### src/design/rge_pkg.sv
`timescale 1ns / 1ps
// ----------------------------------------------------------------------------
// rge_pkg: shared types and constants
// Register indexes, reset values and the item record that travels from the
// front end through the queue to the residual back end.
// ----------------------------------------------------------------------------
package rge_pkg;

  // configuration port
  localparam int CFG_IDX_W  = 1;
  localparam int CFG_DATA_W = 13;

  localparam logic [CFG_IDX_W-1:0] REG_ROW_WIDTH    = 1'b0;
  localparam logic [CFG_IDX_W-1:0] REG_ALPHA_ENABLE = 1'b1;

  localparam logic [CFG_DATA_W-1:0] ROW_WIDTH_RESET = 13'd1920;

  // left predictor start value for green and alpha in a first row
  localparam logic [7:0] LEFT_INIT_GA = 8'h80;

  // front-to-back queue
  localparam int QUEUE_DEPTH = 2;
  localparam int QUEUE_AW    = 1;

  // one classified pixel with its line-store word (A,R,B,G from msb)
  typedef struct packed {
    logic [7:0]  green;
    logic [7:0]  blue;
    logic [7:0]  red;
    logic [7:0]  alpha;
    logic [31:0] above;
    logic        first_row;
    logic        row_start;
    logic        row_end;
  } rge_entry_t;

endpackage

### src/design/rge_queue.sv
`timescale 1ns / 1ps
// ----------------------------------------------------------------------------
// rge_queue: short decoupling queue
// Small FIFO between the front end and the residual back end.
// ----------------------------------------------------------------------------
module rge_queue import rge_pkg::*; (
  input  logic       clk,
  input  logic       rst,
  input  logic       push_valid,
  output logic       push_ready,
  input  rge_entry_t push_data,
  output logic       pop_valid,
  input  logic       pop_ready,
  output rge_entry_t pop_data
);

  rge_entry_t          entries [QUEUE_DEPTH];
  logic [QUEUE_AW-1:0] wr_ptr;
  logic [QUEUE_AW-1:0] rd_ptr;
  logic [QUEUE_AW:0]   count;
  logic                do_push;
  logic                do_pop;

  assign push_ready = (count != (QUEUE_AW + 1)'(QUEUE_DEPTH));
  assign pop_valid  = (count != '0);
  assign pop_data   = entries[rd_ptr];
  assign do_push    = push_valid && push_ready;
  assign do_pop     = pop_valid && pop_ready;

  // pointers and fill level
  always_ff @(posedge clk) begin
    if (rst) begin
      wr_ptr <= '0;
      rd_ptr <= '0;
      count  <= '0;
    end else begin
      if (do_push) begin
        wr_ptr <= (wr_ptr == QUEUE_AW'(QUEUE_DEPTH - 1)) ? '0 : wr_ptr + 1'b1;
      end
      if (do_pop) begin
        rd_ptr <= (rd_ptr == QUEUE_AW'(QUEUE_DEPTH - 1)) ? '0 : rd_ptr + 1'b1;
      end
      if (do_push && !do_pop) begin
        count <= count + 1'b1;
      end else if (do_pop && !do_push) begin
        count <= count - 1'b1;
      end
    end
  end

  // storage
  always_ff @(posedge clk) begin
    if (do_push) begin
      entries[wr_ptr] <= push_data;
    end
  end

endmodule

### config.mk
export PLATFORM = sky130hd
export DESIGN_NAME = rge_queue
export DESIGN_NICKNAME = d
export VERILOG_FILES = /design/src/design/rge_pkg.sv /design/src/design/rge_queue.sv
export SDC_FILE = /design/constraint.sdc
export NUM_CORES = 1
export LEC_CHECK = 0
export ABC_AREA = 1
export BUFFER_PORTS_ARGS = -buffer_cell sky130_fd_sc_hd__buf_2
export CAP_MARGIN = 20
export CORE_MARGIN = 2
export CORE_UTILIZATION = 50
export CTS_CLUSTER_DIAMETER = 50
export DETAILED_ROUTE_END_ITERATION = 8
export GPL_ROUTABILITY_DRIVEN = 0
export GPL_TIMING_DRIVEN = 0
export PLACE_DENSITY = 0.77
export SYNTH_ARGS = -nofsm -noshare
export SYNTH_HDL_FRONTEND = slang
export SYNTH_SLANG_ARGS = --single-unit
### constraint.sdc
create_clock -name clk -period 4.7 [get_ports clk]
set_clock_uncertainty 0.1 [all_clocks]
set_input_delay 0 -clock clk [delete_from_list [all_inputs] [get_ports clk]]
set_output_delay 0 -clock clk [all_outputs]
set_load 0.02 [all_outputs]
# Yosys cells after proc, flatten, opt, wreduce, memory -nomap -nowiden
# Memory sizes are Yosys's and may differ from the RTL's. A register that Yosys moved wholly into a read port is not among the register bits.
# Cells that the tools add are included.
# classes
addsub	4
eq_ne	1
muxes	8
n_reduce_logical	8
# op_table
cell	count
$mux 1	6
$logic_and 1x1->1	4
$mux 2	2
$reduce_bool 2->1	2
$add 1x1->1 const B	2
$add 2x1->2 const B	1
$logic_not 1->1	2
$ne 2x2->1 const B	1
$sub 2x1->2 const B	1
# word_totals
ff_bits	4
mem_bits_rw	134
out_inout_bits	69
mem_count	1
# memory_table
memory	words	width	read_ports	rd_ports_with_merged_regs	wr	line	text
entries	2	67	1	1	1	rge_queue.sv:17	rge_entry_t entries [QUEUE_DEPTH];

# Depth between registers and ports, before layout
# Gate-level depths: netlist (run 1).
# depth
word_depth	6
mapped_depth	11
mapped_depth_nobuf	11

# Worst setup path after synthesis (run 1)
# OpenSTA, ideal clock, no wires.
# synth_path
path_type	reg-to-reg
start	reg count[0]
end	mem entries[0][0] (netlist name), enable pin
arrival_ps	3500
required_ps	4108
setup_slack_ps	608
stages_incl_launch_ff	5
path_buffers	0
path_cell_list	dfxtp_1 inv_1 nand2_1 nand2_1 nor2_1
# synth_via
elab_chain_len	4
# synth_rtl
item	line	text
start: declaration	rge_queue.sv:20	logic [QUEUE_AW:0] count;
start signal: assignment	rge_queue.sv:44	count <= count + 1'b1;
start signal: assignment	rge_queue.sv:46	count <= count - 1'b1;
$ne 2x2->1	rge_queue.sv:24	assign push_ready = (count != (QUEUE_AW + 1)'(QUEUE_DEPTH));
net push_ready	rge_queue.sv:10	output logic push_ready,
$logic_and 1x1->1	rge_queue.sv:27	assign do_push = push_valid && push_ready;
$mux 1	rge_queue.sv:53	if (do_push) begin
$mux 1 (not written as such)	rge_queue.sv:54	entries[wr_ptr] <= push_data;
end: declaration	rge_queue.sv:17	
# The timed path passes the listed nets, and every way through them passes these cells.

==> results of run 1 <==
[how the worst max path moves through the flow]
stage / startpoint / endpoint / slack (ns)
floorplan: count[0] / entries[0][0] / 0.61
global placement: count[0] / entries[0][23] / -0.72
detailed placement: count[0] / entries[0][32] / 2.87
CTS: flop / pop_data[20] / 2.77
global route: flop / pop_data[28] / 2.71
finish: flop / pop_data[28] / 2.82
[routing by layer]
layer | GRT usage, % | vias up | routed length [um]
met5 | 0 | - | 0
met4 | 7.61 | 0 | 108
met3 | 5.63 | 10 | 482
met2 | 34.0 | 108 | 5560
met1 | 20.2 | 1506 | 3940
li1 | - | 1419 | -
[registers in the layout, summed over array words and instances, names as in the netlist, named ones only]
signal	count
rd_ptr	1
entries	134
count	2
wr_ptr	1
[power breakdown]
part	leakage, nW	internal [mW]	switching (mW)
sequential	1.29	1.57	0.0471
clock	0.281	0.856	0.466
combinational	1.36	0.453	0.589
total	2.93	2.87	1.10
[logic make-up after synthesis]
kind of cell    Yosys count  synth area share (%)
compound gates            4                 0.386
fa+ha+maj                 1                 0.241
buf+inv                  15                  1.66
flops                   139                  79.5
mux                      67                  16.7
simple gates             19                  1.47
[synthesized netlist by cell type]
cell and number:
dfxtp_1 5, nand4_1 1, a21oi_1 2, o21ai_0 2, edfxtp_1 134, buf_6 3
ha_1 1, nand3_1 2, nor2_1 7, buf_4 1, mux2_2 37, inv_1 8
nand2_1 9, mux2_4 30, buf_2 3
[through the flow]
stage                     area, um^2  hold WS [ns]  power (mW)
after floorplan                 5190      -0.00113        2.32
after global placement          6050        0.0867        2.59
after detailed placement        6150        0.0910        2.63
after CTS                       7440        0.0867        4.00
after global routing            7440         0.102        4.13
final                           7440         0.117        3.98
[worst max-delay path, delay by kind of cell (launching register included)]
| kind | cells | cell delay (ns) |
|---|---|---|
| buffers and inverters | 3 | 0.60 |
| DFF | 1 | 0.36 |
| muxes | 1 | 0.32 |
[final cells by class]
cell class | count | area, um^2
clock buffers | 19 | 422
plain buffers | 7 | 56.3
well taps | 136 | 170
clock inverters | 12 | 173
flip-flops and latches | 139 | 4120
multi-input cells | 91 | 991
inverters | 8 | 30.0
repair buffers | 213 | 1480
fillers | 639 | 2740
[timing repair]
item / in CTS / in global routing
endpoints found under the hold margin: 139 / 0
gates resized for setup: 0 / 0
hold buffers: 70 / 0
==> impl_metrics.py, run 1 <==
metrics = {
    "sta": {
        "fmax_ghz": 0.531,
        "slew_headroom_pct": 66.8,
        "worst_slack_ns": 2.82,
        "rsz0062_at_grt": "false",
        "tns_ns": 0,
        "slew_violations": 0,
        "min_period_ns": 1.88,
        "fin_crit_sh_pct": 40.0,
        "hold_violations": 0,
        "tightest_slew_ns": 0.496,
        "setup_viol": 0,
    },
    "worst_setup_path": {
        "crit_path_cell_trace": "buf_4 > buf_6 > mux2_4 > buf_2",
        "rr_worst_depth": 5,
        "cp-start-kind": "flop",
        "r2r-end": "entries[0][35]",
        "reg2reg_setup_slack_ns": 2.83,
        "path_max_fanout": 10,
        "crit_path_end_kind": "primary output",
        "arrival_ns": 1.78,
        "crit_slowest_cell": "dfxtp_1",
        "slowest_delay_ns": 0.36,
        "r2r_start": "count[0]",
        "timing.critical_path.required_ns": 4.60,
        "critPathKind": "flop to primary output",
    },
    "final_layout": {
        "antenna_cells": 0,
        "post-route-util_pct": 73.1,
        "layout_commonest_cell": "buf_2",
        "drive_gt1_share_pct": 50.1,
        "instances_no_fill": 625,
        "fin_nets": 549,
        "syn2layout_area_growth_pct": 43.5,
        "mostFrequentLayoutCells": "buf_2 (142), edfxtp_1 (134), dlygate4sd3_1 (70)",
    },
    "synth": {
        "synth_area_leader_cell": "edfxtp_1",
        "synth.distinct_cells": 15,
        "ys_top_cells_by_area": "edfxtp_1 (78%), mux2_4 (8.7%), mux2_2 (8.0%), dfxtp_1 (1.9%), nand2_1 (0.65%)",
        "yosys_warnings": 0,
        "syn_area_um2": 5190,
        "synthesis.nets": 317,
        "syn_inst": 245,
        "ys_seq_area_share_pct": 79.5,
        "ys_seq_elements": 139,
        "syn_avg_cell_area_um2": 21.2,
        "synth.top_cell.area_share_pct": 77.6,
    },
    "global_route": {
        "antenna_found_initial": 0,
        "grt_max_degree": 30,
        "overflow": 0,
        "grt_pass1_wl_mm": 15.6,
        "grt_use_total_pct": 18.7,
        "grt_pass1_vias": 3236,
    },
    "die": {
        "ios": 140,
        "die_area_um2": 11200,
        "die_y_um": 106,
        "core-area_um2": 10200,
        "std_cell_rows": 37,
        "start_util_pct": 50.9,
        "die_w_um": 106,
    },
    "min_path": {
        "min-delay-start": "push_data[1]",
        "hold_path_depth": 2,
        "hp-class": "input pin to flop",
        "min_to": "entries[0][1]",
    },
    "clock_tree": {
        "clockRootBuffer": "clkbuf_8",
        "clk_path_buf_depth": 2,
        "htree_levels": 4,
        "cts_tree": "done",
        "clk_latency_ns": 0.50,
        "postCtsSetupBuffers": 0,
        "cts_buffers": 17,
        "clock_sinks": 139,
        "clk_pin_slew_ns": 0.06,
    },
    "power": {
        "peakVddDrop_uv": 348,
        "pwr_density_cell_nw_per_um2": 534,
        "power_leakage_nw": 2.93,
    },
    "detailed_routing": {
        "vias_per_cell": 4.87,
        "wl_per_cell_um": 16.1,
        "vias": 3043,
        "wl_mm": 10.1,
        "drt_iter0_markers": 116,
        "first_pass_iters": 4,
        "ant_nets": 0,
        "drc": 0,
    },
    "placement": {
        "portBuffers": 139,
        "dp_slack_ns": 2.87,
        "hpwl_mm": 6.12,
        "dp.cells": 524,
    },
    "flow_run": {
        "max-cap-violations": 0,
    },
    "outcome": {
        "outcome": "finished, final reports clean",
    },
}
Note: power is estimated with default switching activity, not from simulation.
==> run 2: changes to the inputs <==
- ABC_AREA: 1 -> 0
- CORE_UTILIZATION: 50 -> 47
- PLACE_DENSITY: 0.77 -> 0.76
- clock period: 4.7 -> 1.5 ns (I/O delays scaled with it)
==> impl_metrics.py, run 2 <==
metrics = {
    "outcome": {
        "outcome": "complete, but fails checks",
        "violations": "negative setup slack",
    },
    "worst_setup_path": {
        "arrival_ns": 1.67,
        "cp-start-kind": "flop",
        "rr_worst_depth": 6,
        "crit_path_frequent_cell": "buf_4",
        "slowest_delay_ns": 0.37,
        "path_max_fanout": 8,
        "reg2reg_setup_slack_ns": -0.11,
        "critPathKind": "flop to primary output",
        "crit_slowest_cell": "dfxtp_4",
        "timing.critical_path.required_ns": 1.40,
        "crit_path_end_kind": "primary output",
        "r2r_start": "count[0]",
        "critPathCapture": "pop_data[52]",
        "crit_path_cell_trace": "buf_12 > buf_4 > mux2_2 > buf_4",
        "r2r-end": "count[1]",
    },
    "die": {
        "start_util_pct": 48.8,
        "ios": 140,
        "die_area_um2": 11600,
        "core-area_um2": 10400,
        "die_w_um": 108,
        "die_y_um": 108,
        "std_cell_rows": 37,
    },
    "detailed_routing": {
        "ant_nets": 0,
        "wl_mm": 11.4,
        "drt_iter0_markers": 118,
        "vias": 3108,
        "wl_per_cell_um": 17.7,
        "first_pass_iters": 4,
        "drc": 0,
        "vias_per_cell": 4.84,
    },
    "synth": {
        "synth.top_cell.area_share_pct": 79.6,
        "synthFlopType": "edfxtp_1",
        "syn_inst": 232,
        "ys_seq_area_share_pct": 81.5,
        "synthesis.nets": 304,
        "syn_area_um2": 5060,
        "ys_top_cells_by_count": "edfxtp_1 (134), mux2_2 (67), dfxtp_1 (5)",
        "synth_edf_count": 134,
        "syn_avg_cell_area_um2": 21.8,
        "ys_top_cells_by_area": "edfxtp_1 (80%), mux2_2 (15%), dfxtp_1 (2.0%), buf_6 (0.67%), xor2_1 (0.52%)",
        "synth.most_common_cell": "edfxtp_1",
        "synth_area_leader_cell": "edfxtp_1",
        "async_flop_share_pct": 0,
        "yosys_warnings": 0,
        "ys_seq_elements": 139,
        "synth.distinct_cells": 19,
    },
    "sta": {
        "rsz0062_at_grt": "true",
        "hold_violations": 0,
        "worst_slack_ns": -0.268,
        "fmax_ghz": 0.566,
        "tightest_slew_ns": 0.314,
        "min_period_ns": 1.77,
        "slew_violations": 0,
        "slew_headroom_pct": 78.9,
        "setup_viol": 130,
        "fin_crit_sh_pct": 118,
        "tns_ns": -18.05,
    },
    "min_path": {
        "min-delay-start": "push_data[31]",
        "hp-class": "input pin to flop",
    },
    "final_layout": {
        "drive_gt1_share_pct": 56.9,
        "reg_top3": "entries (134), count (2)",
        "largest-register": "entries",
        "post-route-util_pct": 76.9,
        "instances_no_fill": 642,
        "mostFrequentLayoutCells": "edfxtp_1 (134), buf_2 (111), dlygate4sd3_1 (70)",
        "fin_nets": 565,
        "syn2layout_area_growth_pct": 57.6,
        "layout_commonest_cell": "edfxtp_1",
        "largest_register_ffs": 134,
        "antenna_cells": 0,
    },
    "clock_tree": {
        "cts_buffers": 17,
        "clk_pin_slew_ns": 0.06,
        "clock_sinks": 139,
        "clk_latency_ns": 0.51,
        "clockRootBuffer": "clkbuf_8",
        "htree_levels": 4,
        "clk_path_buf_depth": 2,
        "cts_tree": "done",
    },
    "flow_run": {
        "max-cap-violations": 0,
    },
    "global_route": {
        "grt_max_degree": 42,
        "grt_pass1_wl_mm": 16.2,
        "grt_pass1_vias": 3253,
        "overflow": 0,
        "grt_use_total_pct": 19.2,
        "antenna_found_initial": 0,
    },
    "placement": {
        "dp_slack_ns": -0.548,
        "dp.cells": 509,
        "hpwl_mm": 5.69,
        "portBuffers": 139,
    },
    "power": {
        "peakVddDrop_uv": 1010,
        "pwr_density_cell_nw_per_um2": 1720,
        "power_leakage_nw": 3.09,
        "power_mw": 13.7,
    },
}
[run 2: how the worst min path moves through the flow]
stage | to | slack [ns] | cells past startpoint
after floorplan | count[0] | -0.04 | 1
after global placement | entries[1][49] | 0.09 | 1
after detailed placement | entries[1][44] | 0.09 | 1
after CTS | entries[1][31] | 0.08 | 2
after global routing | entries[0][58] | 0.1 | 2
final | entries[0][31] | 0.11 | 2
[run 2: metal layers]
| metal | wire (um) | track usage, % |
|---|---|---|
| met1 | 4470 | 21.1 |
| met2 | 6220 | 34.9 |
| met3 | 605 | 5.87 |
| met4 | 81 | 6.59 |
| met5 | 0 | 0 |
[run 2: where the power goes]
group	internal, mW	switching, mW
logic	2.36	2.18
registers	4.86	0.154
clock network	2.60	1.59
[run 2: worst max-delay path, delay by kind of cell (launching register included)]
| family | cells | cell delay (ns) |
|---|---|---|
| buffers and inverters | 3 | 0.45 |
| multiplexers | 1 | 0.33 |
| flip-flops | 1 | 0.37 |
[run 2: repair_timing]
item	4_1_cts	5_1_grt
resized for setup	64	41
cloned	5	6
pin swaps	3	0
endpoints found under the setup margin	176	194
buffers inserted	16	5
hold endpoints to repair	139	0
hold buffers	70	0
[run 2: cells by family after synthesis]
family	after synthesis	share of synthesized area, %
compound gates	5	0.594
xor+xnor	3	0.520
fa+ha+maj	1	0.247
buf+inv	8	1.19
flops	139	81.5
mux	67	14.9
simple gates	9	0.990
[run 2: through the flow]
step / hold slack, ns / cell area [um^2]
2_1_floorplan: -0.0350 / 5070
3_3_place_gp: 0.0869 / 5940
3_5_place_dp: 0.0916 / 5980
4_1_cts: 0.0842 / 7700
5_1_grt: 0.0964 / 7970
6_report: 0.113 / 7970
[run 2: cell type report]
cell class | instances | area (um^2)
flip-flops and latches | 139 | 4130
inverters | 1 | 7.51
well taps | 136 | 170
repair inverters | 1 | 7.51
clock inverters | 12 | 164
multi-input cells | 86 | 961
fillers | 590 | 2400
repair buffers | 240 | 1970
clock buffers | 20 | 435
plain buffers | 7 | 120
==> run 3: changes to the inputs <==
- CORE_UTILIZATION: 47 -> 49
- CTS_BUF_LIST: not set -> sky130_fd_sc_hd__clkbuf_4
- PLACE_DENSITY: 0.76 -> 0.79
==> impl_metrics.py, run 3 (same netlist as run 2, synthesis figures left out) <==
metrics = {
    "placement": {
        "dp_slack_ns": -0.642,
        "hpwl_mm": 5.74,
        "portBuffers": 139,
        "dp.cells": 509,
    },
    "die": {
        "core-area_um2": 10200,
        "die_area_um2": 11100,
        "ios": 140,
        "die_y_um": 106,
        "die_w_um": 106,
        "start_util_pct": 49.7,
        "std_cell_rows": 37,
    },
    "worst_setup_path": {
        "path_max_fanout": 6,
        "r2r_start": "count[0]",
        "arrival_ns": 1.70,
        "rr_worst_depth": 6,
        "crit_path_end_kind": "primary output",
        "cp-start-kind": "flop",
        "critPathKind": "flop to primary output",
        "timing.critical_path.required_ns": 1.40,
    },
    "outcome": {
        "outcome": "complete, but fails checks",
        "violations": "negative setup slack",
    },
    "detailed_routing": {
        "drt_iter0_markers": 117,
        "first_pass_iters": 4,
        "wl_per_cell_um": 20.5,
        "vias": 3240,
        "ant_nets": 0,
        "wl_mm": 13.3,
        "drc": 0,
        "vias_per_cell": 4.98,
    },
    "clock_tree": {
        "clk_latency_ns": 0.54,
        "clockRootBuffer": "clkbuf_4",
        "clk_path_buf_depth": 2,
        "clock_sinks": 139,
        "clk_pin_slew_ns": 0.13,
        "htree_levels": 4,
        "cts_buffers": 17,
        "cts_tree": "done",
    },
    "global_route": {
        "antenna_found_initial": 0,
        "grt_use_total_pct": 20.2,
        "overflow": 0,
        "grt_pass1_wl_mm": 16.4,
        "grt_pass1_vias": 3320,
        "grt_max_degree": 38,
    },
    "sta": {
        "hold_violations": 0,
        "slew_headroom_pct": 82.3,
        "tightest_slew_ns": 0.265,
        "worst_slack_ns": -0.295,
        "min_period_ns": 1.80,
        "setup_viol": 172,
        "rsz0062_at_grt": "true",
        "tns_ns": -26.39,
        "fin_crit_sh_pct": 120,
        "slew_violations": 0,
        "fmax_ghz": 0.557,
    },
    "flow_run": {
        "max-cap-violations": 0,
    },
    "final_layout": {
        "instances_no_fill": 650,
        "layout_commonest_cell": "edfxtp_1",
        "fin_nets": 573,
        "drive_gt1_share_pct": 57.4,
        "antenna_cells": 0,
        "largest-register": "entries",
        "reg_top3": "entries (134), count (2)",
        "largest_register_ffs": 134,
        "mostFrequentLayoutCells": "edfxtp_1 (134), buf_2 (98), dlygate4sd3_1 (70)",
        "syn2layout_area_growth_pct": 59.2,
    },
    "power": {
        "power_leakage_nw": 3.16,
        "pwr_density_cell_nw_per_um2": 1550,
        "peakVddDrop_uv": 996,
    },
    "min_path": {
        "min-delay-start": "push_data[2]",
        "hp-class": "input pin to flop",
        "hold_path_depth": 2,
    },
}
-- run 3: cell types whose count changed in the layout (fill, tap and decap cells not counted), sizes merged --
cell / before / now
bufinv: 3 / 1
clkinv: 2 / 8
inv: 3 / 0
buf: 172 / 177
clkbuf: 25 / 27
-- run 3: metrics by stage --
step | util [%] | hold slack [ns] | cell area (um^2) | power (mW)
after floorplan | - | -0.0350 | 5070 | 7.18
after global placement | 58.3 | 0.0884 | 5940 | 8.06
after detailed placement | 58.7 | 0.0920 | 5980 | 8.17
after CTS | 73.2 | 0.0446 | 7450 | 11.4
after global routing | 79.0 | 0.0517 | 8050 | 12.9
final | 79.0 | 0.0826 | 8050 | 12.5
-- run 3: timing repair --
item,CTS,global route
gates cloned,7,11
endpoints found under the hold margin,154,0
gates resized for setup,78,93
endpoints found under the setup margin,203,174
hold buffers,70,0
buffers inserted,14,8
pin swaps,3,0
-- run 3: final cells by class --
cell class	count	area, um^2
fillers	556	2130
well taps	136	170
inverters	1	7.51
repair buffers	249	2330
multi-input cells	86	1060
clock inverters	13	104
plain buffers	6	93.8
repair inverters	1	7.51
flip-flops and latches	139	4130
clock buffers	19	143
-- run 3: worst paths after layout --
kind	to	slack (ns)
max reg2reg	count[1]	-0.16
min reg2reg	rd_ptr	0.43
min	entries[1][2]	0.08
max	pop_data[34]	-0.30
-- run 3: worst max-delay path, cell delays in order, from the launching register on --
cell       delay [ns]
dfxtp_4          0.42
buf_12           0.15
clkbuf_16        0.15
mux2_4           0.31
buf_6            0.13
-- run 3: report_power, final --
group / leakage (nW) / switching [mW] / internal [mW]
clock network: 0.127 / 1.33 / 0.835
registers: 1.29 / 0.204 / 4.86
logic: 1.73 / 2.37 / 2.86
-- run 3: layer usage --
metal	up-vias	part of all wire (%)	GRT usage, %
li1	1480	-	-
met1	1634	38	21.7
met2	107	57	37.1
met3	19	3.5	6.18
met4	0	1.9	8.08
met5	-	0	0
