`config.mk`:
```
export PLATFORM = sky130hd
export DESIGN_NAME = rge_back_flat
export DESIGN_NICKNAME = d
export VERILOG_FILES = /design/src/design/rge_pkg.sv /design/src/design/rge_ifs.sv /design/src/design/rge_back.sv /design/src/flat_wrapper.sv
export SDC_FILE = /design/constraint.sdc
export NUM_CORES = 1
export LEC_CHECK = 0
export BUFFER_PORTS_ARGS = -buffer_cell sky130_fd_sc_hd__buf_4
export CAP_MARGIN = 10
export CORE_UTILIZATION = 60
export DETAILED_ROUTE_END_ITERATION = 10
export PLACE_DENSITY = 0.85
export SYNTH_ARGS = -nofsm -noshare
export SYNTH_HDL_FRONTEND = slang
export SYNTH_SLANG_ARGS = --single-unit
```
`constraint.sdc`:
```
create_clock -name clk -period 12.46 [get_ports clk]
set_input_delay 2.492 -clock clk [delete_from_list [all_inputs] [get_ports clk]]
set_output_delay 2.492 -clock clk [all_outputs]
set_load 0.02 [all_outputs]
```
`src/design/rge_pkg.sv`:
```
`timescale 1ns / 1ps
// ----------------------------------------------------------------------------
// rge_pkg: shared types and constants
// Register indexes, reset values and the item record that travels from the
// front end through the queue to the residual back end.
// ----------------------------------------------------------------------------
package rge_pkg;

  // configuration port
  localparam int CFG_IDX_W  = 1;
  localparam int CFG_DATA_W = 13;

  localparam logic [CFG_IDX_W-1:0] REG_ROW_WIDTH    = 1'b0;
  localparam logic [CFG_IDX_W-1:0] REG_ALPHA_ENABLE = 1'b1;

  localparam logic [CFG_DATA_W-1:0] ROW_WIDTH_RESET = 13'd1920;

  // left predictor start value for green and alpha in a first row
  localparam logic [7:0] LEFT_INIT_GA = 8'h80;

  // front-to-back queue
  localparam int QUEUE_DEPTH = 2;
  localparam int QUEUE_AW    = 1;

  // one classified pixel with its line-store word (A,R,B,G from msb)
  typedef struct packed {
    logic [7:0]  green;
    logic [7:0]  blue;
    logic [7:0]  red;
    logic [7:0]  alpha;
    logic [31:0] above;
    logic        first_row;
    logic        row_start;
    logic        row_end;
  } rge_entry_t;

endpackage

```
`src/design/rge_ifs.sv`:
```


interface rge_res_if;
  logic       valid;
  logic       ready;
  logic [7:0] green_residual;
  logic [7:0] blue_residual;
  logic [7:0] red_residual;
  logic [7:0] alpha_residual;
  logic       row_end;

  modport source (output valid, green_residual, blue_residual, red_residual,
                  alpha_residual, row_end, input ready);
  modport sink   (input valid, green_residual, blue_residual, red_residual,
                  alpha_residual, row_end, output ready);
endinterface


```
`src/design/rge_back.sv`:
```
`timescale 1ns / 1ps
// ----------------------------------------------------------------------------
// rge_back: residual computation
// Forms decorrelated gradient values, differences them against the left
// predictors and holds the result in the output register.
// ----------------------------------------------------------------------------
module rge_back import rge_pkg::*; (
  input  logic       clk,
  input  logic       rst,
  input  logic       q_valid,
  output logic       q_ready,
  input  rge_entry_t q_data,
  input  logic       alpha_enable,
  rge_res_if.source  res
);

  logic [7:0] left_green;
  logic [7:0] left_blue;
  logic [7:0] left_red;
  logic [7:0] left_alpha;

  logic       take;
  logic [7:0] gv, bv, rv, av;
  logic [7:0] lg, lb, lr, la;

  assign q_ready = !res.valid || res.ready;
  assign take    = q_valid && q_ready;

  // gradient values and left predictor selection
  always_comb begin
    if (q_data.first_row) begin
      gv = q_data.green;
      bv = q_data.blue - q_data.green;
      rv = q_data.red - q_data.green;
      av = q_data.alpha;
    end else begin
      gv = q_data.green - q_data.above[7:0];
      bv = (q_data.blue - q_data.above[15:8]) - gv;
      rv = (q_data.red - q_data.above[23:16]) - gv;
      av = q_data.alpha - q_data.above[31:24];
    end
    if (q_data.row_start) begin
      lg = q_data.first_row ? LEFT_INIT_GA : 8'h00;
      lb = 8'h00;
      lr = 8'h00;
      la = q_data.first_row ? LEFT_INIT_GA : 8'h00;
    end else begin
      lg = left_green;
      lb = left_blue;
      lr = left_red;
      la = left_alpha;
    end
  end

  // output valid
  always_ff @(posedge clk) begin
    if (rst) begin
      res.valid <= 1'b0;
    end else if (take) begin
      res.valid <= 1'b1;
    end else if (res.ready) begin
      res.valid <= 1'b0;
    end
  end

  // result payload and left predictors
  always_ff @(posedge clk) begin
    if (take) begin
      res.green_residual <= gv - lg;
      res.blue_residual  <= bv - lb;
      res.red_residual   <= rv - lr;
      res.alpha_residual <= alpha_enable ? (av - la) : 8'h00;
      res.row_end        <= q_data.row_end;
      left_green         <= gv;
      left_blue          <= bv;
      left_red           <= rv;
      left_alpha         <= av;
    end
  end

endmodule

```
`src/flat_wrapper.sv`:
```
// flat-port wrapper written by rule: the top's interface ports become plain ports
module rge_back_flat import rge_pkg::*;
  (clk, rst, q_valid, q_ready, q_data, alpha_enable, res_valid, res_green_residual, res_blue_residual, res_red_residual, res_alpha_residual, res_row_end, res_ready);
  rge_res_if res_i ();
  input  logic clk;
  input  logic rst;
  input  logic q_valid;
  output logic q_ready;
  input  rge_entry_t q_data;
  input  logic alpha_enable;
  output wire logic [$bits(res_i.valid)-1:0] res_valid;
  output wire logic [$bits(res_i.green_residual)-1:0] res_green_residual;
  output wire logic [$bits(res_i.blue_residual)-1:0] res_blue_residual;
  output wire logic [$bits(res_i.red_residual)-1:0] res_red_residual;
  output wire logic [$bits(res_i.alpha_residual)-1:0] res_alpha_residual;
  output wire logic [$bits(res_i.row_end)-1:0] res_row_end;
  input wire logic [$bits(res_i.ready)-1:0] res_ready;
  assign res_valid = res_i.valid;
  assign res_green_residual = res_i.green_residual;
  assign res_blue_residual = res_i.blue_residual;
  assign res_red_residual = res_i.red_residual;
  assign res_alpha_residual = res_i.alpha_residual;
  assign res_row_end = res_i.row_end;
  assign res_i.ready = res_ready;
  rge_back u_core (.clk(clk), .rst(rst), .q_valid(q_valid), .q_ready(q_ready), .q_data(q_data), .alpha_enable(alpha_enable), .res(res_i));
endmodule
```
Yosys cells after proc, flatten, opt, wreduce, memory -nomap -nowiden
Index checks and enable logic that the tools add are counted.
W data, S select, Z words.
- register bits after elaboration: 66
- input bits: 72
- output and inout port bits: 35
- word-level logic and storage cells: 37
- $add $sub $neg: 12
- muxes and demuxes: 11
- reduce and logical (&&, ||, !) cells: 4
- operators with widths (cell ; number):
    $sub A8 B8 Y8 ; 12
    $mux W8 ; 9
    $mux W1 ; 2
    $reduce_bool A2 Y1 ; 1
    $logic_and A1 B1 Y1 ; 1
    $logic_not A1 Y1 ; 1
    $logic_or A1 B1 Y1 ; 1

Depth between registers and ports, before layout
Gate-level depths: netlist of the first run.
- word-level depth: 4
- gate-level depth with buffers: 22
- depth with buffers taken out: 22

Worst setup path after synthesis of the first run
No wires, ideal clock.
- path kind: input to register
- start point: input q_data[59] in the netlist's numbering
- end point: register u_core.res.red_residual[7] (data pin)
- library setup time: 0.265 ns
- arrival: 6.070 ns
- required time: 12.195 ns
- setup slack: 6.125 ns
- cell stages on the path: 19
- path buffers: 0
- cells stage by stage: inv_1 -> ha_1 -> fa_1 -> inv_1 -> ha_1 -> or2_2 -> fa_1 -> a21o_1 -> a21oi_1 -> o21bai_1 -> a21oi_1 -> xor2_1 -> o21ai_1 -> ha_1 -> a21o_1 -> a21oi_1 -> o21a_1 -> o211ai_1 -> xor2_1
- cells in the longest elaborated chain, start to end: 4
- elaborated cells on any way between the ends: 5
- those cells by class: add/sub (4); mux (1)
- ends and longest elaborated chain (what ; RTL line ; RTL):
    start, declared ; flat_wrapper.sv:9 ; input rge_entry_t q_data;
    $sub A8 B8 Y8 ; rge_back.sv:37 ; gv = q_data.green - q_data.above[7:0];
    $sub A8 B8 Y8 ; rge_back.sv:39 ; rv = (q_data.red - q_data.above[23:16]) - gv;
    $mux W8 * ; rge_back.sv:31 ; if (q_data.first_row) begin
    net u_core.rv[6] ; rge_back.sv:23 ; logic [7:0] gv, bv, rv, av;
    $sub A8 B8 Y8 * ; rge_back.sv:71 ; res.red_residual <= rv - lr;
    end signal, assigned ; rge_back.sv:71 ;
    end, declared ; rge_ifs.sv:12 ; modport source (output valid, green_residual, blue_residual, red_residual,
The timed path passes the listed nets; every way through them passes the cells marked *.
A chain may end at the register's enable or synchronous reset.

Worst setup path after layout of the first run
- start point: input q_data[59] in the netlist's numbering
- end point: register u_core.res.blue_residual[7] (data pin)
- cells in the longest elaborated chain, start to end: 4
- elaborated cells on any way between the ends: 5
- those cells by class: add/sub (4); mux (1)
- ends and longest elaborated chain (what ; RTL line ; RTL):
    $sub A8 B8 Y8 ; rge_back.sv:37 ;
    $sub A8 B8 Y8 ; rge_back.sv:38 ; bv = (q_data.blue - q_data.above[15:8]) - gv;
    $mux W8 * ; rge_back.sv:31 ;
    net u_core.bv[6] ; rge_back.sv:23 ;
    $sub A8 B8 Y8 * ; rge_back.sv:70 ; res.blue_residual <= bv - lb;
    end signal, assigned ; rge_back.sv:70 ;
    end, declared ; rge_ifs.sv:12 ;
Marks and branches as above.

==> impl_results.md, run 1 <==
* Worst setup SP type: input port
* Critical path, cell by cell: buf_4, inv_1, ha_1, inv_1, fa_1, xor2_1, fa_1, inv_1, ha_1, nor2b_1, o21ai_1, nand2b_1, a21o_1, a21oi_1, xor2_1, o21ai_1, ha_1, a21o_1, a21oi_1, o21a_1, o211ai_1, xor2_1
* DRT iter0 DRCs at 140
* Met1 Usage GRT at 31.0%
* Post-DR wirelength/cell at 15.0 µm
* RR Endpoint: u_core.res.green_residual[7]
* Number of flops mapped to enable cells by yosys at 65
* Avg Inst Size Synth at 9.79 µm²
* Hold-fix buffers, CTS at 0
* Most used routing layer: met2
* Final slew viol count at 0
* Final hold vios at 0
* Buf/Inv on CP at 4
* Met2 Use GR at 48.3%
* Insertion delay to the later sink of the worst-skew pair at 340 ps
* RSZ-0062 raised after global routing: no
* NetSw at 0.427 mW
* IO Pins at 107
* PortBufs at 106
* Max-slew headroom at the worst pin at 45.1%
* Flop pwr share at 30.6%
* Comb pwr share at 54.5%
* RePlAce Congestion at 0.886
* Final setup fails at 0
* DRC viols at 0
* CTS tree: built
* Pre-CTS setup slack at 5560 ps
* VDD IR max at 0.0000675 V
* Cell depth of the worst setup path at 22
* GR Util All Layers at 26.3%
* Leakage at 3.31 nW
* Synth warnings at 0
* 1st-pass router iterations at 5
* Nets at 883
* Fin Clk Skew at 9.31 ps
* Status: completed
* Total number of vias at 4559
* CP max FO at 4
* Setup Fix Bufs, Post-CTS at 0
* Layout area overhead at 18.4%
* Max Cap Violations at 0
* Die width at 102 µm
* Net Sw Frac at 39.0%
* CTS-repair resized insts at 0
* Clk slew on worst S/H paths at 80 ps
* Core Footprint at 0.00942 mm²
* Count of cell types in the netlist at 44
* CP arrival at 6660 ps
* Die Area at 0.0103 mm²
* Number of antenna violations at the first check in global routing at 0
* Crit path max-delay family: adder cells
* R2R cell count at 10
* Max Fclk at 152 MHz
* Setup ws final at 5890 ps
* Seq/Total Area, Yosys at 33.1%
* Root Driver: clkbuf_8
* Syn nets at 776
* Antenna Nets Post-Route at 0
* CP max stage delay at 480 ps
* Ys flop type: edfxtp_1
* Setup TNS at 0 ps
* Crit. End Element: register
* Vias in the first global route at 4582
* CTS Buf Count at 9
* Worst min path class: reg -> reg
* # diodes at 0
* PwrDens at 156 mW/mm²
* Starting density of the core at 63.2%
* Die Y at 102 µm
* Worst path slowest cell: fa_1
* Grt total ovfl at 0
* Critical Path Start: q_data[59]
* Critical path class: in -> reg
* Met3 Use GR at 2.97%
* FFs w/ async S/R, synth at 0%
* Worst-Margin Slew at 823 ps
* Clk pwr share at 14.9%
* Vias per cell at 5.37
* First-pass GRT wire length at 20.7 mm
* Final WL at 12.7 mm
* Crit Reg-Reg Startpoint: u_core.left_green[1]
* HPWL after DPL at 10.1 mm
* Synth Instances at 608
* # rows at 35
* Clk buf depth at 2
* Final period utilization at 52.7%
* Mapped Area at 0.00595 mm²
* Largest net degree at the start of global routing at 66
* Reg2Reg Setup Slack at 10110 ps
* CP endpoint: u_core.res.blue_residual[7]
* Layout cells sized above 1 at 18.6%
* Number of synthesized register bits at 66
* Hold_sp: u_core.res.valid
* Post-layout min period at 6570 ps
* Pint at 0.669 mW
* Number of clock sinks at 66
* # H-tree levels at 3
* Worst endpoint required time at 12560 ps
## cells in the mapped netlist (2+ instances only)
cell type / n / share of area (%)
inv_1: 90 / 5.7
ha_1: 76 / 16
edfxtp_1: 65 / 33
a21oi_1: 44 / 3.7
xnor2_1: 42 / 6.2
nand2_1: 41 / 2.6
nand2b_1: 34 / 3.6
nor2_1: 31 / 2.0
o21ai_1: 24 / 2.0
xor2_1: 22 / 3.2
fa_1: 20 / 6.7
nor2b_1: 14 / 1.5
o21bai_1: 13 / 1.6
a21o_1: 11 / 1.4
o21a_1: 8 / 1.0
clkbuf_1: 7 / 0.44
nor3_1: 7 / 0.59
mux2i_1: 5 / 0.84
a21boi_1: 4 / 0.50
o211ai_1: 4 / 0.50
or3_1: 4 / 0.42
xnor3_1: 4 / 1.5
and2_1: 3 / 0.32
buf_1: 3 / 0.19
mux2_2: 3 / 0.57
o21ai_0: 3 / 0.25
o31ai_1: 3 / 0.38
a31oi_2: 2 / 0.42
mux2_1: 2 / 0.38
nand4_1: 2 / 0.21
o221ai_1: 2 / 0.29
o22ai_1: 2 / 0.21
or2_2: 2 / 0.21
## sequential cells by signal, summed over array words and instances (netlist names)
name and flops:
u_core.left_alpha 8, u_core.left_blue 8, u_core.left_green 8, u_core.left_red 8, u_core.res.alpha_residual 8, u_core.res.blue_residual 8
u_core.res.green_residual 8, u_core.res.red_residual 8, u_core.res.row_end 1, u_core.res.valid 1
## power groups by stage
stage | clock network, mW | registers, mW | logic, mW
after detailed placement | 0 | 0.341 | 0.593
after floorplan | 0 | 0.379 | 0.394
after global placement | 0 | 0.339 | 0.565
final | 0.163 | 0.335 | 0.597
after CTS | 0.166 | 0.336 | 0.596
after global routing | 0.173 | 0.339 | 0.663
## per-stage QoR
| stage | hold slack, ps | area (µm²) | util [%] | power (mW) | cells |
|---|---|---|---|---|---|
| 2_1_floorplan | 715 | 5950 | - | 0.773 | 608 |
| 3_3_place_gp | 500 | 6870 | 73.0 | 0.904 | 833 |
| 3_5_place_dp | 526 | 6870 | 73.0 | 0.933 | 833 |
| 4_1_cts | 536 | 7040 | 74.8 | 1.10 | 849 |
| 5_1_grt | 568 | 7040 | 74.8 | 1.18 | 849 |
| 6_report | 527 | 7040 | 74.8 | 1.10 | 849 |
## placed cells by master (no fill, tap or decap), types with 4 or more instances in the layout
cell      instances
a21boi_1          4
a21o_1           11
a21oi_1          44
buf_4           107
clkbuf_8         10
edfxtp_1         65
fa_1             20
ha_1             76
inv_1            90
mux2i_1           5
nand2_1          41
nand2b_1         34
nor2_1           31
nor2b_1          14
nor3_1            7
o211ai_1          4
o21a_1            8
o21ai_1          24
o21bai_1         13
or3_1             4
xnor2_1          42
xnor3_1           4
xor2_1           22
## routing by layer
layer | routed length, µm | part of all wire [%]
met5 | 0 | 0
met4 | 311 | 2.4
met3 | 530 | 4.2
met2 | 6410 | 50
met1 | 5450 | 43
## cell type report
cell class / count / area, µm²
inverters: 91 / 342
clock inverters: 5 / 30.0
fillers: 677 / 2370
flip-flops and latches: 66 / 1970
well taps: 129 / 161
clock buffers: 11 / 141
repair buffers: 107 / 803
multi-input cells: 440 / 3590
## kinds of logic after synthesis
kind of cell	after synthesis	synth area share [%]
AO/OA/AOI/OAI	124	13.0
AND/OR/NAND/NOR	141	11.7
buffers and inverters	102	6.46
XOR/XNOR	69	11.2
adder cells (fa/ha/maj)	96	22.7
multiplexers	10	1.79
flip-flops	66	33.1
## worst reg2reg max path, cell delays in order, from the launching register on
cell	delay [ps]
edfxtp_1	390
nand2b_1	130
ha_1	240
nor2b_1	130
o21ai_1	160
a21boi_1	110
o21ai_1	160
nand2b_1	120
a21o_1	200
a21oi_1	360
xnor2_1	110
## how the worst min path moves through the flow
stage,endpoint,slack [ps],cells past startpoint
floorplan,u_core.res.green_residual[1],710,2
global placement,u_core.res.valid,500,2
detailed placement,u_core.res.valid,530,2
CTS,u_core.res.valid,540,2
global route,u_core.res.valid,570,2
finish,u_core.res.valid,530,2
(Power assumes the default switching activity.)
==> inputs of run 2 (changes only) <==
--- a/config.mk
+++ b/config.mk
@@ -7,9 +7,9 @@
 export LEC_CHECK = 0
 export BUFFER_PORTS_ARGS = -buffer_cell sky130_fd_sc_hd__buf_4
 export CAP_MARGIN = 10
-export CORE_UTILIZATION = 60
+export CORE_UTILIZATION = 58
 export DETAILED_ROUTE_END_ITERATION = 10
-export PLACE_DENSITY = 0.85
+export PLACE_DENSITY = 0.82
 export SYNTH_ARGS = -nofsm -noshare
 export SYNTH_HDL_FRONTEND = slang
 export SYNTH_SLANG_ARGS = --single-unit
==> constraint.sdc (replaced) <==
create_clock -name clk -period 6.8 [get_ports clk]
set_input_delay 1.36 -clock clk [delete_from_list [all_inputs] [get_ports clk]]
set_output_delay 1.36 -clock clk [all_outputs]
set_load 0.02 [all_outputs]
==> run 2 against run 1 <==
Die area is 3.4% higher. Highest routed layer unchanged. Largest power group unchanged. Hold slack got worse by 3.3 ps. Global-route usage down 0.43 points.
==> impl_results.md, run 2 (synthesized netlist as in run 1, its figures left out) <==
* Clk buf depth at 2 (unchanged)
* Core Footprint at 0.00986 mm² (+4.8%)
* Die width at 103 µm (+1.7%)
* PortBufs at 106 (unchanged)
* Leakage at 3.33 nW (+0.72%)
* Max Cap Violations at 0 (unchanged)
* CP arrival at 5460 ps (-1200 ps)
* Final WL at 13.2 mm (+4.0%)
* Worst min path class: reg -> reg
* Worst endpoint required time at 6920 ps (-5640 ps)
* Starting density of the core at 60.3% (-2.9 points)
* Placed insts at 837 (+0.48%)
* Crit Reg-Reg Startpoint: u_core.left_alpha[1]
* Commonest non-fill, non-tap cell in the layout: buf_4
* Finished Cell Area at 0.00710 mm² (+0.85%)
* PnR Total Power at 2.10 mW (+92%)
* Total number of vias at 4619 (+1.3%)
* Die Y at 103 µm (+1.7%)
* 1st-pass router iterations at 6 (+1)
* VDD IR max at 0.000141 V (+110%)
* # H-tree levels at 3 (unchanged)
* Number of antenna violations at the first check in global routing at 0 (unchanged)
* DRT iter0 DRCs at 157 (+12%)
* CTS tree: built
* Hold_sp: u_core.res.valid
* First-pass GRT wire length at 20.6 mm (-0.27%)
* HPWL after DPL at 10.4 mm (+3.0%)
* Layout cells sized above 1 at 18.8% (+0.14 points)
* Insertion delay to the later sink of the worst-skew pair at 360 ps (+20 ps)
* Critical path class: in -> reg
* Die Area at 0.0107 mm² (+3.4%)
* Clk slew on worst S/H paths at 80 ps (about the same)
* DRC viols at 0 (unchanged)
* Hold Slack at 523 ps (-3.29 ps)
* Most frequent cells in the layout: buf_4, inv_1, ha_1
* # rows at 36 (+2.9%)
* CTS Buf Count at 9 (unchanged)
* Pre-CTS setup slack at 1090 ps (-4470 ps)
* Vias in the first global route at 4681 (+2.2%)
* CP max FO at 5 (+1)
* Layout area overhead at 19.4%
* Reg2Reg Setup Slack at 4560 ps (-5550 ps)
* Max Fclk at 187 MHz
* IO Pins at 107 (unchanged)
* Post-DR wirelength/cell at 15.5 µm (+3.5%)
* Antenna Nets Post-Route at 0 (unchanged)
* Worst-Margin Slew at 861 ps (+38.3 ps)
* Fin util at 72.0% (-2.8 points)
* Final slew viol count at 0 (unchanged)
* RSZ-0062 raised after global routing: no
* Final hold vios at 0 (unchanged)
* Final period utilization at 78.5%
* PwrDens at 296 mW/mm² (+90%)
* Setup Fix Bufs, Post-CTS at 0 (unchanged)
* Non-filler instance count after layout at 853 (+0.47%)
* Hold worst-path end: u_core.res.valid
* Dpl cell area at 0.00688 mm² (about the same)
* Fillers at 721 (+6.5%)
* Largest net degree at the start of global routing at 66 (unchanged)
* Worst setup SP type: input port
* CTS-repair resized insts at 0 (unchanged)
* Hold-fix buffers, CTS at 0 (unchanged)
* RePlAce Congestion at 0.879 (-0.86%)
* Final setup fails at 0 (unchanged)
* R2R cell count at 10 (unchanged)
* Fin Clk Skew at 8.56 ps (-0.756 ps)
* Vias per cell at 5.42 (+0.84%)
* Grt total ovfl at 0 (unchanged)
* Max-slew headroom at the worst pin at 42.6% (-2.6 points)
* Setup TNS at 0 ps (unchanged)
* Crit. End Element: register
* RR Endpoint: u_core.res.alpha_residual[7]
* Number of clock sinks at 66 (unchanged)
* Nets at 883 (unchanged)
* Status: completed
* GR Util All Layers at 25.9% (-0.43 points)
* # diodes at 0 (unchanged)
* Setup ws final at 1460 ps (-4430 ps)
* Post-layout min period at 5340 ps
* Root Driver: clkbuf_8
* WHS Path Cells at 2 (unchanged)
-- run 2: worst max-delay path by stage --
stage / startpoint / to / slack, ps / depth (start not counted)
after floorplan: q_data[59] / u_core.res.red_residual[7] / 1600 / 19
after global placement: q_data[59] / u_core.res.blue_residual[7] / 1280 / 22
after detailed placement: q_data[59] / u_core.res.blue_residual[7] / 1090 / 22
after CTS: q_data[59] / u_core.res.blue_residual[7] / 1470 / 22
after global routing: q_data[59] / u_core.res.blue_residual[7] / 1150 / 22
final: q_data[59] / u_core.res.blue_residual[7] / 1460 / 22
-- run 2: per-layer routing --
metal  GRT usage [%]  vias up  wire [µm]
li1                -     2268          -
met1            29.5     2195       5500
met2            48.1      127       6930
met3            3.02       29        448
met4            12.6        0        340
met5               0        -          0
-- run 2: power by group --
group	switching [mW]	leakage (nW)	total [mW]	internal [mW]
Clock	0.170	0.109	0.387	0.217
Sequential	0.0250	0.639	0.615	0.590
Combinational	0.601	2.58	1.10	0.498
-- run 2: layout make-up --
class | instances | area (µm²) | share of cell area (%)
Timing Repair Buffer | 107 | 803 | 11.3
Multi-Input combinational cell | 440 | 3590 | 50.6
Inverter | 91 | 342 | 4.81
Clock inverter | 6 | 88.8 | 1.25
Tap cell | 133 | 166 | 2.34
Clock buffer | 10 | 138 | 1.94
Sequential cell | 66 | 1970 | 27.8
-- run 2: critical path, cell delays in order --
cell and delay (ps):
buf_4 120, inv_1 60, ha_1 180, inv_1 60, fa_1 390, nand2_1 90
nand2_1 50, a21oi_1 220, xnor2_1 300, xor2_1 200, ha_1 260, ha_1 350
a21o_1 190, a31oi_2 250, xnor2_1 110, nor2_1 150, a21oi_1 60, ha_1 260
or3_1 400, o21a_1 210, o211ai_1 90, xor2_1 90
==> inputs of run 3 (changes only) <==
--- a/config.mk
+++ b/config.mk
@@ -5,11 +5,12 @@
 export SDC_FILE = /design/constraint.sdc
 export NUM_CORES = 1
 export LEC_CHECK = 0
+export ABC_AREA = 1
 export BUFFER_PORTS_ARGS = -buffer_cell sky130_fd_sc_hd__buf_4
 export CAP_MARGIN = 10
-export CORE_UTILIZATION = 58
+export CORE_UTILIZATION = 52
 export DETAILED_ROUTE_END_ITERATION = 10
-export PLACE_DENSITY = 0.82
+export PLACE_DENSITY = 0.78
 export SYNTH_ARGS = -nofsm -noshare
 export SYNTH_HDL_FRONTEND = slang
 export SYNTH_SLANG_ARGS = --single-unit
==> constraint.sdc (replaced) <==
create_clock -name clk -period 4.4 [get_ports clk]
set_input_delay 0.88 -clock clk [delete_from_list [all_inputs] [get_ports clk]]
set_output_delay 0.88 -clock clk [all_outputs]
set_load 0.02 [all_outputs]
==> run 3 against run 2 <==
Hold slack gained 10 ps. Power grew 72%. Wire length grew 8.4%. Via count grew 18%. Largest cell class unchanged. Critical path depth grew 2. Global-route usage shrank 1.3 points. Die area grew 14%. Sequential share of layout area shrank 3.1 points.
==> impl_results.md, run 3 <==
* # rows at 39 (+8.3%)
* Synth Instances at 755 (+24%)
* Number of clock sinks at 66 (unchanged)
* Synth warnings at 0 (unchanged)
* Final period utilization at 97.6%
* 1st-pass router iterations at 4 (-2)
* Seq/Total Area, Yosys at 32.4% (-0.74 points)
* Number of antenna violations at the first check in global routing at 0 (unchanged)
* Max Fclk at 233 MHz
* Max-slew headroom at the worst pin at 44.6% (+2.0 points)
* Leakage at 4.06 nW (+22%)
* Crit. End Element: register
* Root Driver: clkbuf_16
* Starting density of the core at 53.3% (-7.0 points)
* Die width at 110 µm (+6.7%)
* Die Y at 110 µm (+6.7%)
* Max Cap Violations at 0 (unchanged)
* VDD IR max at 0.000306 V (+120%)
* Commonest non-fill, non-tap cell in the layout: nand2_1
* Worst setup SP type: input port
* CP arrival at 4370 ps (-1090 ps)
* Hold-fix buffers, CTS at 0 (unchanged)
* HPWL after DPL at 11.0 mm (+5.7%)
* Clk buf depth at 2 (unchanged)
* Area share of the largest cell type after synthesis at 32.1% (-0.74 points)
* Final hold vios at 0 (unchanged)
* Number of synthesized register bits at 66 (unchanged)
* DRT iter0 DRCs at 272 (+73%)
* Layout cells sized above 1 at 24.4% (+5.7 points)
* Vias in the first global route at 5058 (+8.1%)
* Nets at 1080 (+22%)
* Met2 Use GR at 41.5% (-6.6 points)
* Vias per cell at 5.13 (-5.2%)
* Total number of vias at 5439 (+18%)
* Top post-synthesis cells by count: nand2_1, inv_1, ha_1
* Top-count cell post-synth: nand2_1
* Critical path class: in -> reg
* Syn nets at 923 (+19%)
* Number of flops mapped to enable cells by yosys at 65 (unchanged)
* Most used routing layer: met2
* Synth area leaders: edfxtp_1, ha_1, nand2_1
* Final setup fails at 0 (unchanged)
* Fin Clk Skew at 5.51 ps (-3.05 ps)
* GR Util All Layers at 24.5% (-1.3 points)
* Status: completed
* Clk slew on worst S/H paths at 50 ps (-30 ps)
* # diodes at 0 (unchanged)
* Mapped Area at 0.00609 mm² (+2.3%)
* Post-DR wirelength/cell at 13.5 µm (-13%)
* CP max FO at 4 (-1)
* Die Area at 0.0121 mm² (+14%)
* Met3 Use GR at 3.17% (+0.15 points)
* Non-filler instance count after layout at 1060 (+24%)
* Largest net degree at the start of global routing at 66 (unchanged)
* Leading area contributor after synthesis: edfxtp_1
* Placed insts at 1042 (+24%)
* First-pass GRT wire length at 22.6 mm (+9.7%)
* Insertion delay to the later sink of the worst-skew pair at 330 ps (-30 ps)
* Antenna Nets Post-Route at 0 (unchanged)
* Avg Inst Size Synth at 8.06 µm² (-18%)
* Final WL at 14.3 mm (+8.4%)
* Worst-Margin Slew at 831 ps (-30.6 ps)
* CTS Buf Count at 9 (unchanged)
* PwrDens at 453 mW/mm² (+53%)
* Ys flop type: edfxtp_1
* Final slew viol count at 0 (unchanged)
* Worst endpoint required time at 4480 ps (-2440 ps)
* # H-tree levels at 3 (unchanged)
* Worst min path class: reg -> reg
* FFs w/ async S/R, synth at 0% (unchanged)
* IO Pins at 107 (unchanged)
* Layout area overhead at 31.4%
* RSZ-0062 raised after global routing: yes
* Core Footprint at 0.0114 mm² (+16%)
* Setup TNS at 0 ps (unchanged)
* Grt total ovfl at 0 (unchanged)
* CTS tree: built
* Post-layout min period at 4300 ps
* RePlAce Congestion at 0.867 (-1.3%)
* DRC viols at 0 (unchanged)
* Met1 Usage GRT at 32.8% (+3.3 points)
* PortBufs at 106 (unchanged)
* Most frequent cells in the layout: nand2_1, buf_4, inv_1
* Count of cell types in the netlist at 35 (-20%)
## run 3: changes by cell type after synthesis, moves of 6 or more
cell / change
nand4_1: +8
nor3_1: -6
o21bai_1: -13
a21o_1: -7
a31oi_1: +8
o21ai_0: +37
nand2b_1: -34
nand3_1: +47
inv_1: +58
o21ai_1: -20
xnor2_1: -28
nand2_1: +130
nor2b_1: -14
xor2_1: +6
## run 3: logic make-up (layout without fill, tap and decap cells)
group / Yosys count / count (layout) / share of synthesized area [%]
buffers and inverters: 164 / 326 / 10.1
and+or+nand+nor: 274 / 274 / 19.1
DFF: 66 / 66 / 32.4
adders and majority gates: 96 / 96 / 22.2
xor gates and xnor gates: 42 / 42 / 6.04
AOI/OAI and AO/OA: 113 / 113 / 10.1
## run 3: path summary, 6_finish.rpt
kind	cells past startpoint	slack [ps]	from	to
max	24	100	q_data[59]	u_core.res.red_residual[7]
min reg2reg	2	530	u_core.res.valid	u_core.res.valid
min	2	530	u_core.res.valid	u_core.res.valid
max reg2reg	14	2260	u_core.left_alpha[0]	u_core.res.alpha_residual[6]
## run 3: critical path, cell delays in order
cell,delay (ps)
buf_8,100
inv_4,50
ha_4,120
inv_2,40
fa_2,410
nand3_2,90
nand2_2,80
a21oi_1,160
nor2_1,60
nor2_1,110
xnor2_1,270
fa_1,530
inv_1,80
ha_1,270
a21oi_1,170
o21ai_0,140
a31oi_2,240
inv_1,80
nand2_1,80
nand3_2,100
nand2_2,110
nand2_1,70
nand3_2,70
nand2_2,60
## run 3: layout make-up
class	count	area, µm²
multi-input combinational	525	3780
tap	143	179
clock buffer	9	225
fill	953	3420
sequential	66	1970
inverter	156	588
timing repair buffer	154	1170
clock inverter	7	83.8
## run 3: stage by stage
step                      util (%)  hold WS, ps  worst slack (ps)  area (µm²)  power (mW)
final                         70.0          534               104        8000        3.62
after global routing          70.0          587              -102        8000        3.92
after CTS                     67.9          544              8.89        7750        3.49
after detailed placement      64.7          533              -448        7390        2.70
after global placement        64.7          526              -366        7390        2.64
after floorplan                  -          634              8.99        6090        2.03
## run 3: where the power goes
part	switching (mW)	internal [mW]	total, mW
clock	0.254	0.488	0.742
sequential	0.0336	0.891	0.925
combinational	1.05	0.901	1.95
## run 3: repair_timing
item                                    4_1_cts  5_1_grt
buffers inserted                              0        3
endpoints found under the setup margin        4        6
pin swaps                                     3       29
resized for setup                            11       42
## run 3: routing by layer
layer	share of wire, %	vias to the layer above
met1	45	2485
li1	-	2779
met5	0	-
met4	2.0	0
met3	5.1	24
met2	48	151
